--- config.mk ---
export PLATFORM = sky130hd
export DESIGN_NAME = rotary_encoder_click_decoder_top
export DESIGN_NICKNAME = d
export VERILOG_FILES = /design/src/sv/rencd_pkg.sv /design/src/sv/rencd_debounce.sv /design/src/sv/rotary_encoder_click_decoder_top.sv
export SDC_FILE = /design/constraint.sdc
export NUM_CORES = 1
export LEC_CHECK = 0
export BUFFER_PORTS_ARGS = -buffer_cell sky130_fd_sc_hd__buf_4
export CAP_MARGIN = 20
export CELL_PAD_IN_SITES_DETAIL_PLACEMENT = 1
export CELL_PAD_IN_SITES_GLOBAL_PLACEMENT = 1
export CORE_MARGIN = 3
export CORE_UTILIZATION = 35
export DETAILED_ROUTE_END_ITERATION = 16
export PLACE_DENSITY_LB_ADDON = 0.05
export SETUP_SLACK_MARGIN = 0.2
export SLEW_MARGIN = 20
export SYNTH_ARGS = -nofsm -noshare
export SYNTH_HDL_FRONTEND = slang
export SYNTH_SLANG_ARGS = --single-unit
--- constraint.sdc ---
create_clock -name clk -period 8.9 [get_ports clk]
set_input_delay 1.78 -clock clk [delete_from_list [all_inputs] [get_ports clk]]
set_output_delay 1.78 -clock clk [all_outputs]
set_load 0.02 [all_outputs]
--- src/sv/rencd_pkg.sv ---
package rencd_pkg;

    localparam int TICKS_W   = 8;
    localparam int CLICK_W   = 4;
    localparam int STEP_W    = 8;
    localparam int IN_BYTES  = 1;
    localparam int OUT_BYTES = 1;
    localparam int CFG_IDX_W = 1;
    localparam int CFG_DATA_W = 8;

    localparam logic [TICKS_W-1:0] DEBOUNCE_TICKS_RST = 8'd8;
    localparam logic [CLICK_W-1:0] CLICK_STEPS_RST    = 4'd4;
    localparam logic signed [STEP_W:0] STEP_MAX = 9'sd127;
    localparam logic signed [STEP_W:0] STEP_MIN = -9'sd127;

    typedef logic signed [STEP_W-1:0] step_t;

    typedef enum logic [CFG_IDX_W-1:0] {
        CFG_DEBOUNCE_TICKS = 1'b0,
        CFG_CLICK_STEPS    = 1'b1
    } cfg_index_t;

    typedef struct packed {
        logic accept;
        logic level_next;
    } deb_status_t;

    // one quadrature step, saturating at +/-127
    function automatic step_t step_move(input step_t step, input logic up);
        logic signed [STEP_W:0] sum;
        sum = {step[STEP_W-1], step} + (up ? 9'sd1 : -9'sd1);
        if (sum > STEP_MAX)
        begin
            sum = STEP_MAX;
        end
        else if (sum < STEP_MIN)
        begin
            sum = STEP_MIN;
        end
        return sum[STEP_W-1:0];
    endfunction

endpackage

--- src/sv/rencd_debounce.sv ---
module rencd_debounce (
    input  logic                               clk,
    input  logic                               rst_n,
    input  logic                               advance,
    input  logic                               sample,
    input  logic [rencd_pkg::TICKS_W-1:0]      ticks,
    output logic                               level,
    output rencd_pkg::deb_status_t             status
);

    logic                           level_reg;
    logic                           pend_reg;
    logic                           pend_next;
    logic [rencd_pkg::TICKS_W-1:0]  wait_reg;
    logic [rencd_pkg::TICKS_W-1:0]  wait_next;
    logic                           accept;

    always_comb
    begin
        pend_next = pend_reg;
        wait_next = wait_reg;
        accept    = 1'b0;
        if (sample == level_reg)
        begin
            pend_next = 1'b0;
            wait_next = '0;
        end
        else if (!pend_reg)
        begin
            pend_next = 1'b1;
            wait_next = ticks;
        end
        else if (wait_reg <= rencd_pkg::TICKS_W'(1))
        begin
            pend_next = 1'b0;
            wait_next = '0;
            accept    = 1'b1;
        end
        else
        begin
            wait_next = wait_reg - rencd_pkg::TICKS_W'(1);
        end
    end

    assign status.accept     = accept;
    assign status.level_next = level_reg ^ accept;
    assign level             = level_reg;

    always_ff @(posedge clk or negedge rst_n)
    begin
        if (!rst_n)
        begin
            level_reg <= 1'b1;
            pend_reg  <= 1'b0;
            wait_reg  <= '0;
        end
        else if (advance)
        begin
            level_reg <= level_reg ^ accept;
            pend_reg  <= pend_next;
            wait_reg  <= wait_next;
        end
    end

endmodule

--- src/sv/rotary_encoder_click_decoder_top.sv ---
// Rotary encoder click decoder: per-line debounce, quadrature step count, click on rest.
// A transaction crosses the input register, then the output register, to its result.
// One transaction per cycle unless m_axis_tready stalls; state update is combinational.
// Reset (rst_n, async, active low): lines idle high, no wait pending, step count 0,
// debounce_ticks = 8, click_steps = 4, both pipeline stages empty.
module rotary_encoder_click_decoder_top (
    input  logic                                    clk,
    input  logic                                    rst_n,
    input  logic                                    s_axis_tvalid,
    output logic                                    s_axis_tready,
    input  logic [8*rencd_pkg::IN_BYTES-1:0]        s_axis_tdata,  // line_a, line_b
    output logic                                    m_axis_tvalid,
    input  logic                                    m_axis_tready,
    // click_valid, click_clockwise, filtered_a, filtered_b
    output logic [8*rencd_pkg::OUT_BYTES-1:0]       m_axis_tdata,
    input  logic                                    cfg_we,
    input  logic [rencd_pkg::CFG_IDX_W-1:0]         cfg_index,
    input  logic [rencd_pkg::CFG_DATA_W-1:0]        cfg_data
);

    logic [rencd_pkg::TICKS_W-1:0] debounce_ticks_reg;
    logic [rencd_pkg::CLICK_W-1:0] click_steps_reg;

    logic in_valid_reg;
    logic in_a_reg;
    logic in_b_reg;

    logic out_valid_reg;
    logic click_valid_reg;
    logic click_cw_reg;
    logic filt_a_reg;
    logic filt_b_reg;

    rencd_pkg::step_t step_reg;
    rencd_pkg::step_t step_next;
    logic             click_next;
    logic             cw_next;

    logic out_ready;
    logic advance;

    logic                    level_a;
    logic                    level_b;
    rencd_pkg::deb_status_t  status_a;
    rencd_pkg::deb_status_t  status_b;

    logic signed [rencd_pkg::STEP_W:0] th;

    assign out_ready     = !out_valid_reg || m_axis_tready;
    assign advance       = in_valid_reg && out_ready;
    assign s_axis_tready = !in_valid_reg || out_ready;

    always_ff @(posedge clk or negedge rst_n)
    begin
        if (!rst_n)
        begin
            debounce_ticks_reg <= rencd_pkg::DEBOUNCE_TICKS_RST;
            click_steps_reg    <= rencd_pkg::CLICK_STEPS_RST;
        end
        else if (cfg_we)
        begin
            case (cfg_index)
                rencd_pkg::CFG_DEBOUNCE_TICKS:
                    debounce_ticks_reg <= cfg_data[rencd_pkg::TICKS_W-1:0];
                rencd_pkg::CFG_CLICK_STEPS:
                    click_steps_reg <= cfg_data[rencd_pkg::CLICK_W-1:0];
                default: ;
            endcase
        end
    end

    always_ff @(posedge clk or negedge rst_n)
    begin
        if (!rst_n)
        begin
            in_valid_reg <= 1'b0;
        end
        else if (s_axis_tready)
        begin
            in_valid_reg <= s_axis_tvalid;
        end
    end

    always_ff @(posedge clk)
    begin
        if (s_axis_tvalid && s_axis_tready)
        begin
            in_a_reg <= s_axis_tdata[0];
            in_b_reg <= s_axis_tdata[1];
        end
    end

    rencd_debounce u_deb_a (
        .clk     (clk),
        .rst_n   (rst_n),
        .advance (advance),
        .sample  (in_a_reg),
        .ticks   (debounce_ticks_reg),
        .level   (level_a),
        .status  (status_a)
    );

    rencd_debounce u_deb_b (
        .clk     (clk),
        .rst_n   (rst_n),
        .advance (advance),
        .sample  (in_b_reg),
        .ticks   (debounce_ticks_reg),
        .level   (level_b),
        .status  (status_b)
    );

    assign th = {{(rencd_pkg::STEP_W + 1 - rencd_pkg::CLICK_W){1'b0}}, click_steps_reg};

    // line A first, then line B against the updated A level
    always_comb
    begin
        step_next  = step_reg;
        click_next = 1'b0;
        cw_next    = 1'b0;
        if (status_a.accept)
        begin
            step_next = rencd_pkg::step_move(step_next, status_a.level_next != level_b);
            if (status_a.level_next && level_b)
            begin
                if ($signed({step_next[rencd_pkg::STEP_W-1], step_next}) >= th)
                begin
                    click_next = 1'b1;
                    cw_next    = 1'b1;
                end
                else if ($signed({step_next[rencd_pkg::STEP_W-1], step_next}) <= -th)
                begin
                    click_next = 1'b1;
                    cw_next    = 1'b0;
                end
                step_next = '0;
            end
        end
        if (status_b.accept)
        begin
            step_next = rencd_pkg::step_move(step_next,
                                             status_b.level_next == status_a.level_next);
            if (status_a.level_next && status_b.level_next)
            begin
                if ($signed({step_next[rencd_pkg::STEP_W-1], step_next}) >= th)
                begin
                    click_next = 1'b1;
                    cw_next    = 1'b1;
                end
                else if ($signed({step_next[rencd_pkg::STEP_W-1], step_next}) <= -th)
                begin
                    click_next = 1'b1;
                    cw_next    = 1'b0;
                end
                step_next = '0;
            end
        end
    end

    always_ff @(posedge clk or negedge rst_n)
    begin
        if (!rst_n)
        begin
            step_reg      <= '0;
            out_valid_reg <= 1'b0;
        end
        else
        begin
            if (advance)
            begin
                step_reg <= step_next;
            end
            if (out_ready)
            begin
                out_valid_reg <= in_valid_reg;
            end
        end
    end

    always_ff @(posedge clk)
    begin
        if (advance)
        begin
            click_valid_reg <= click_next;
            click_cw_reg    <= cw_next;
            filt_a_reg      <= status_a.level_next;
            filt_b_reg      <= status_b.level_next;
        end
    end

    assign m_axis_tvalid = out_valid_reg;
    assign m_axis_tdata  = {{(8*rencd_pkg::OUT_BYTES - 4){1'b0}},
                            filt_b_reg, filt_a_reg, click_cw_reg, click_valid_reg};

endmodule
==> summary.txt, run 1 <==
Clock tree
  – Clock root buffer: clkbuf_16
  – Quantity of hold-fixing buffers added after cts: 0
  – CTS H-tree lvls: 2
  – # clock sinks: 48
  – CTS tree: built
  – Max Root-Sink Buffers: 2
  – Number of clock buffers inserted by TritonCTS: 5
  – Clock transition at the register clock pins on the worst setup and hold paths after CTS: approximately 0.07 ns
  – Worst-Skew Late Latency: a little under 0.3 ns

GRT
  – Remaining global-route overflow: 0
  – Via count of the first global-routing pass: ~3700
  – First-pass GRT wire length: 20020 um
  – Maximum number of pins on one net before global-route repair: 43
  – Overall track demand over capacity in global routing: about a fifth
  – Number of antenna violations at the first check in global routing: 0

Placement
  – DP HPWL: ~9700 um
  – Gp weighted congestion: roughly 0.82
  – Input/output buffers: 21
  – Placed cell count: 636
  – Setup WS pre-CTS: -0.02336 ns

Run
  – Max-cap violations: 0

Finish
  – Antenna Cells: 0
  – Layout net count: 578
  – Most common cell after layout, fill and taps aside: ha_1
  – Fraction of final layout cells with drive strength greater than 1: 19.33%
  – Synthesis-to-layout area growth: 14.75%
  – Leading cell types in the layout, fill and taps excluded: ha_1 (45), dfrtp_1 (38), buf_4 (38), nand2_1 (36), inv_1 (32)
  – Finished Layout Cells: 650

Worst setup path
  – Startpoint kind of the worst setup timing path: flop
  – CP Data Arrival Time: ~8.4 ns
  – CP peak stage delay: 0.59 ns
  – Crit path max-delay cell type: or4_4
  – Kind of capture point of the worst setup path: flop
  – Worst endpoint required time: between 8 and 9 ns
  – Category of the critical setup timing path: flop to flop
  – Highest net fanout along the worst path: 8
  – Critical path's most frequent cell: ha_1

Synthesis
  – Synth Area per Inst: approximately 9 um2
  – Synthesis warning total: 0
  – Dominant register cell in the synthesized netlist: dfrtp_1
  – Post-synthesis sequential element count: 48
  – Sequential fraction of the synthesis area: 28.80%
  – Fraction of synthesis flops using an asynchronous set or reset pin: a little under 90%
  – Post-Synthesis Cell Area: approximately 0.0043 mm2
  – Post-Syn Instances: 477
  – Number of unique standard cell types used by synthesis: 70
  – Number of enable-type register cells in the synthesized netlist: 6

Floorplan
  – Placement Rows: 39
  – Starting density of the core: between 30% and 40%
  – Die boundary width: about 120 um
  – Die Footprint: 0.01363 mm2
  – Vertical extent of the die: approximately 120 um
  – Ports: 32
  – Total core area: between 0.01 and 0.015 mm2

STA
  – Maximum clock frequency: 119.5 MHz
  – Number of failing setup endpoints in the final timing report: 0
  – Final worst path period share: a little over nine tenths
  – Normalized max-slew margin: between 30 and 40%
  – Hold Violations, Final: 0
  – Pins Over Slew Limit: 0
  – Actual slew at the worst max-slew pin: just over 1 ns
  – Final min period: 8.367 ns
  – Hold_ws: between 0.4 and 0.5 ns
  – Slack of the critical path: between 0.5 and 0.6 ns
  – RSZ-0062 raised after global routing: false
  – Fin Clk Skew: between 0.01 and 0.015 ns

Min path
  – Worst hold path class: flop to flop

Route
  – Remaining routing DRC violations: 0
  – Number of search-and-repair iterations in the first detailed-routing pass: 4
  – Overall routed net length: approximately 12000 um
  – Vias after detailed routing: around 3600
  – Count of nets left with antenna violations after detail routing: 0
  – Routed wirelength normalized by instance count: approximately 19 um
  – DR vias/cell: 5.577
  – Number of DRC violations after detailed-routing iteration 0: approximately 200

Run status
  – Result of the run: finished clean
-- cell families after synthesis --
group,synth area share (%)
adders and majority gates,16.09
xor gates and xnor gates,4.868
AOI/OAI and AO/OA,23.58
and+or+nand+nor,17.37
muxes,3.614
buffers and inverters,5.596
other,0.08735
DFF,28.80
-- worst max-delay path, delay by kind of cell (launching register included) --
kind                       cells  cell delay (ns)
AOI/OAI and AO/OA             13             2.64
adders and majority gates      5             1.53
buffers and inverters          3             0.30
DFF                            1             0.41
muxes                          1             0.36
and+or+nand+nor               10             2.88
-- per-stage QoR --
stage          util [%]  TNS (ns)  area, um2
2_1_floorplan         -         0       4304
3_3_place_gp      39.40         0       4614
3_5_place_dp      39.40  -0.03701       4614
4_1_cts           40.97         0       4798
5_1_grt           42.06         0       4926
6_report          42.06         0       4926
-- repair_timing --
item,CTS,global route
gates resized for setup,4,17
setup endpoints to repair,2,2
setup buffers,1,5
pin swaps,2,5
-- layer usage --
metal  part of all wire (%)  vias up  track usage (%)
li1                       -     1796                -
met1                     52     1784            28.32
met2                     45       43            29.31
met3                    2.9        2            2.383
met4                   0.27        0            1.835
met5                      0        -                0
-- cell type report --
cell class	count	area (um2)
sequential	48	1236
inverter	35	133.9
timing repair buffer	38	285.3
fill	1397	6785
multi-input combinational	378	2930
clock buffer	6	150.1
tap	143	178.9
clock inverter	2	11.26
-- synth_stat cells (all sizes together) (3+ instances only) --
cell type | number | area (um2)
dfstp | 4 | 105.1
nand2 | 36 | 135.1
nor3 | 16 | 80.08
xor2 | 9 | 78.83
a21oi | 26 | 130.1
and3 | 3 | 18.77
edfxtp | 6 | 180.2
nand3 | 7 | 35.03
maj3 | 5 | 50.05
or3 | 4 | 25.02
a22o | 20 | 175.2
o311ai | 3 | 43.80
or4 | 3 | 26.27
a31oi | 3 | 25.02
nor2b | 7 | 43.79
o31ai | 3 | 22.52
o211ai | 3 | 22.52
nor2 | 28 | 105.1
ha | 48 | 600.6
dfrtp | 38 | 950.9
nand4 | 4 | 25.02
inv | 34 | 127.6
clkbuf | 10 | 37.54
a21o | 10 | 75.07
xnor2 | 14 | 130.1
buf | 9 | 71.32
o21a | 15 | 112.6
o2111ai | 4 | 41.29
o21ai | 33 | 165.2
nor4 | 7 | 80.07
nand2b | 15 | 93.84
a22oi | 3 | 22.52
mux2 | 12 | 135.1
-- final timing paths --
kind | from | end | slack (ns) | depth (start not counted)
max | u_deb_a.wait_reg[4] | click_valid_reg | 0.53 | 32
max in group asynchronous | rst_n | u_deb_b.pend_reg | 7.00 | 1
min reg2reg | u_deb_a.level | u_deb_a.level | 0.49 | 2
min in group asynchronous | rst_n | step_reg[2] | 1.49 | 1
max reg2reg | u_deb_a.wait_reg[4] | click_valid_reg | 0.53 | 32
min | u_deb_a.level | u_deb_a.level | 0.49 | 2
Power of run 1 is left out: the tool's default activity adds up to more than one toggle a clock period on the data nets, which glitch-free logic cannot reach.
==> inputs of run 2 (changes only) <==
- CELL_PAD_IN_SITES_DETAIL_PLACEMENT: 1 -> unset
- CELL_PAD_IN_SITES_GLOBAL_PLACEMENT: 1 -> unset
==> summary.txt, run 2 (synthesis gave the netlist of run 1 again) <==
Worst setup path
  – Startpoint kind of the worst setup timing path: flop (unchanged)
  – Highest net fanout along the worst path: 4 (was 8)
  – CP Data Arrival Time: 8.26 ns (was 8.40 ns)
  – Kind of capture point of the worst setup path: flop (unchanged)
  – CP peak stage delay: 0.59 ns (about the same)
  – Category of the critical setup timing path: flop to flop (unchanged)
  – Crit path max-delay cell type: or4_4 (unchanged)
  – Worst endpoint required time: 8.88 ns (was 8.93 ns)
  – Reg2reg setup slack: 0.63 ns (was 0.53 ns)
  – Critical path's most frequent cell: o21a_1 (was ha_1)

Floorplan
  – Starting density of the core: 36.66% (unchanged)
  – Placement Rows: 39 (unchanged)
  – Ports: 32 (unchanged)
  – Die boundary width: 116.8 um (unchanged)
  – Total core area: 0.01171 mm2 (unchanged)
  – Vertical extent of the die: 116.8 um (unchanged)
  – Die Footprint: 0.01363 mm2 (unchanged)

Clock tree
  – # clock sinks: 48 (unchanged)
  – Postcts setup bufs: 0 (was 1)
  – Max Root-Sink Buffers: 2 (unchanged)
  – Clock transition at the register clock pins on the worst setup and hold paths after CTS: 0.07 ns (about the same)
  – Number of clock buffers inserted by TritonCTS: 5 (unchanged)
  – CTS H-tree lvls: 2 (unchanged)
  – CTS tree: built (unchanged)
  – Clock root buffer: clkbuf_16 (unchanged)
  – Worst-Skew Late Latency: 0.28 ns (was 0.29 ns)

STA
  – Normalized max-slew margin: 32.07% (was 30.21%)
  – Number of failing setup endpoints in the final timing report: 0 (unchanged)
  – Final min period: 8.273 ns (was 8.367 ns)
  – Actual slew at the worst max-slew pin: 1.011 ns (was 1.039 ns)
  – Maximum clock frequency: 120.9 MHz (was 119.5 MHz)
  – Hold Violations, Final: 0 (unchanged)
  – Final worst path period share: 92.95% (was 94.01%)
  – Pins Over Slew Limit: 0 (unchanged)
  – Setup_tns: 0 ns (unchanged)
  – Fin Clk Skew: 0.007566 ns (was 0.01012 ns)
  – RSZ-0062 raised after global routing: false (unchanged)

Route
  – Routed wirelength normalized by instance count: 16.90 um (was 18.99 um)
  – Vias after detailed routing: 3495 (was 3625)
  – Remaining routing DRC violations: 0 (unchanged)
  – Overall routed net length: 10930 um (was 12350 um)
  – DR vias/cell: 5.402 (was 5.577)
  – Count of nets left with antenna violations after detail routing: 0 (unchanged)
  – Number of search-and-repair iterations in the first detailed-routing pass: 4 (unchanged)
  – Number of DRC violations after detailed-routing iteration 0: 248 (was 197)

Placement
  – Gp weighted congestion: 0.8126 (was 0.8248)
  – DP HPWL: 8655 um (was 9692 um)
  – Input/output buffers: 21 (unchanged)
  – Cell area after placement: 0.004637 mm2 (was 0.004614 mm2)

GRT
  – First-pass GRT wire length: 17660 um (was 20020 um)
  – Via count of the first global-routing pass: 3314 (was 3744)
  – Maximum number of pins on one net before global-route repair: 43 (unchanged)
  – Number of antenna violations at the first check in global routing: 0 (unchanged)
  – Remaining global-route overflow: 0 (unchanged)
  – Overall track demand over capacity in global routing: 16.47% (was 18.66%)

Run status
  – Result of the run: finished clean (unchanged)

Finish
  – Synthesis-to-layout area growth: 12.94% (was 14.75%)
  – Leading cell types in the layout, fill and taps excluded: ha_1 (45), dfrtp_1 (38), nand2_1 (36), buf_4 (35), inv_1 (33) (was ha_1 (45), dfrtp_1 (38), buf_4 (38), nand2_1 (36), inv_1 (32))
  – Layout net count: 575 (was 578)
  – Antenna Cells: 0 (unchanged)
  – Cell area after layout: 0.004848 mm2 (was 0.004926 mm2)
  – Fraction of final layout cells with drive strength greater than 1: 17.06% (was 19.33%)
  – Most common cell after layout, fill and taps aside: ha_1 (unchanged)

Run
  – Max-cap violations: 0 (unchanged)

Min path
  – Worst hold path class: flop to flop (unchanged)
## run 2: path summary, 6_finish.rpt
path	startpoint	to	depth (start not counted)
max	u_deb_a.wait_reg[4]	click_cw_reg	35
min reg2reg	u_deb_a.level	u_deb_a.level	2
min	u_deb_a.level	u_deb_a.level	2
max in group asynchronous	rst_n	click_steps_reg[2]	1
min in group asynchronous	rst_n	u_deb_a.wait_reg[5]	1
max reg2reg	u_deb_a.wait_reg[4]	click_cw_reg	35
## run 2: repair_timing
action | 4_1_cts | 5_1_grt
hold buffers | 0 | 0
endpoints found under the setup margin | 1 | 2
gates resized for setup | 1 | 13
pin swaps | 0 | 4
## run 2: layer usage
metal	wire length, um	GRT usage [%]	vias to the layer above
met2	4535	23.32	44
met4	24	1.606	0
met3	420	2.073	2
met1	5954	27.22	1652
li1	-	-	1797
met5	0	0	-
## run 2: layout make-up
class                           instances  area (um2)
Clock buffer                            7       132.6
Clock inverter                          1       5.005
Multi-Input combinational cell        378        2899
Inverter                               35       133.9
Fill cell                            1132        6863
Sequential cell                        48        1236
Tap cell                              143       178.9
Timing Repair Buffer                   35       262.8
## run 2: metrics by stage
step	util [%]	setup WS (ns)	instances	hold slack (ns)
2_1_floorplan	-	0.3641	480	0.4572
3_3_place_gp	39.59	0.2301	639	0.4787
3_5_place_dp	39.59	0.2282	639	0.4821
4_1_cts	40.77	0.2446	647	0.4929
5_1_grt	41.40	0.1931	647	0.5064
6_report	41.40	0.6272	647	0.4916
## run 2: worst max-delay path: cells and delay by family, from the launching register on
| kind | cells | cell delay [ns] |
|---|---|---|
| adders and majority gates | 5 | 1.67 |
| muxes | 1 | 0.37 |
| AOI/OAI and AO/OA | 18 | 3.20 |
| buffers and inverters | 3 | 0.24 |
| and+or+nand+nor | 8 | 2.08 |
| DFF | 1 | 0.42 |
Power of run 2 is left out for the same reason.
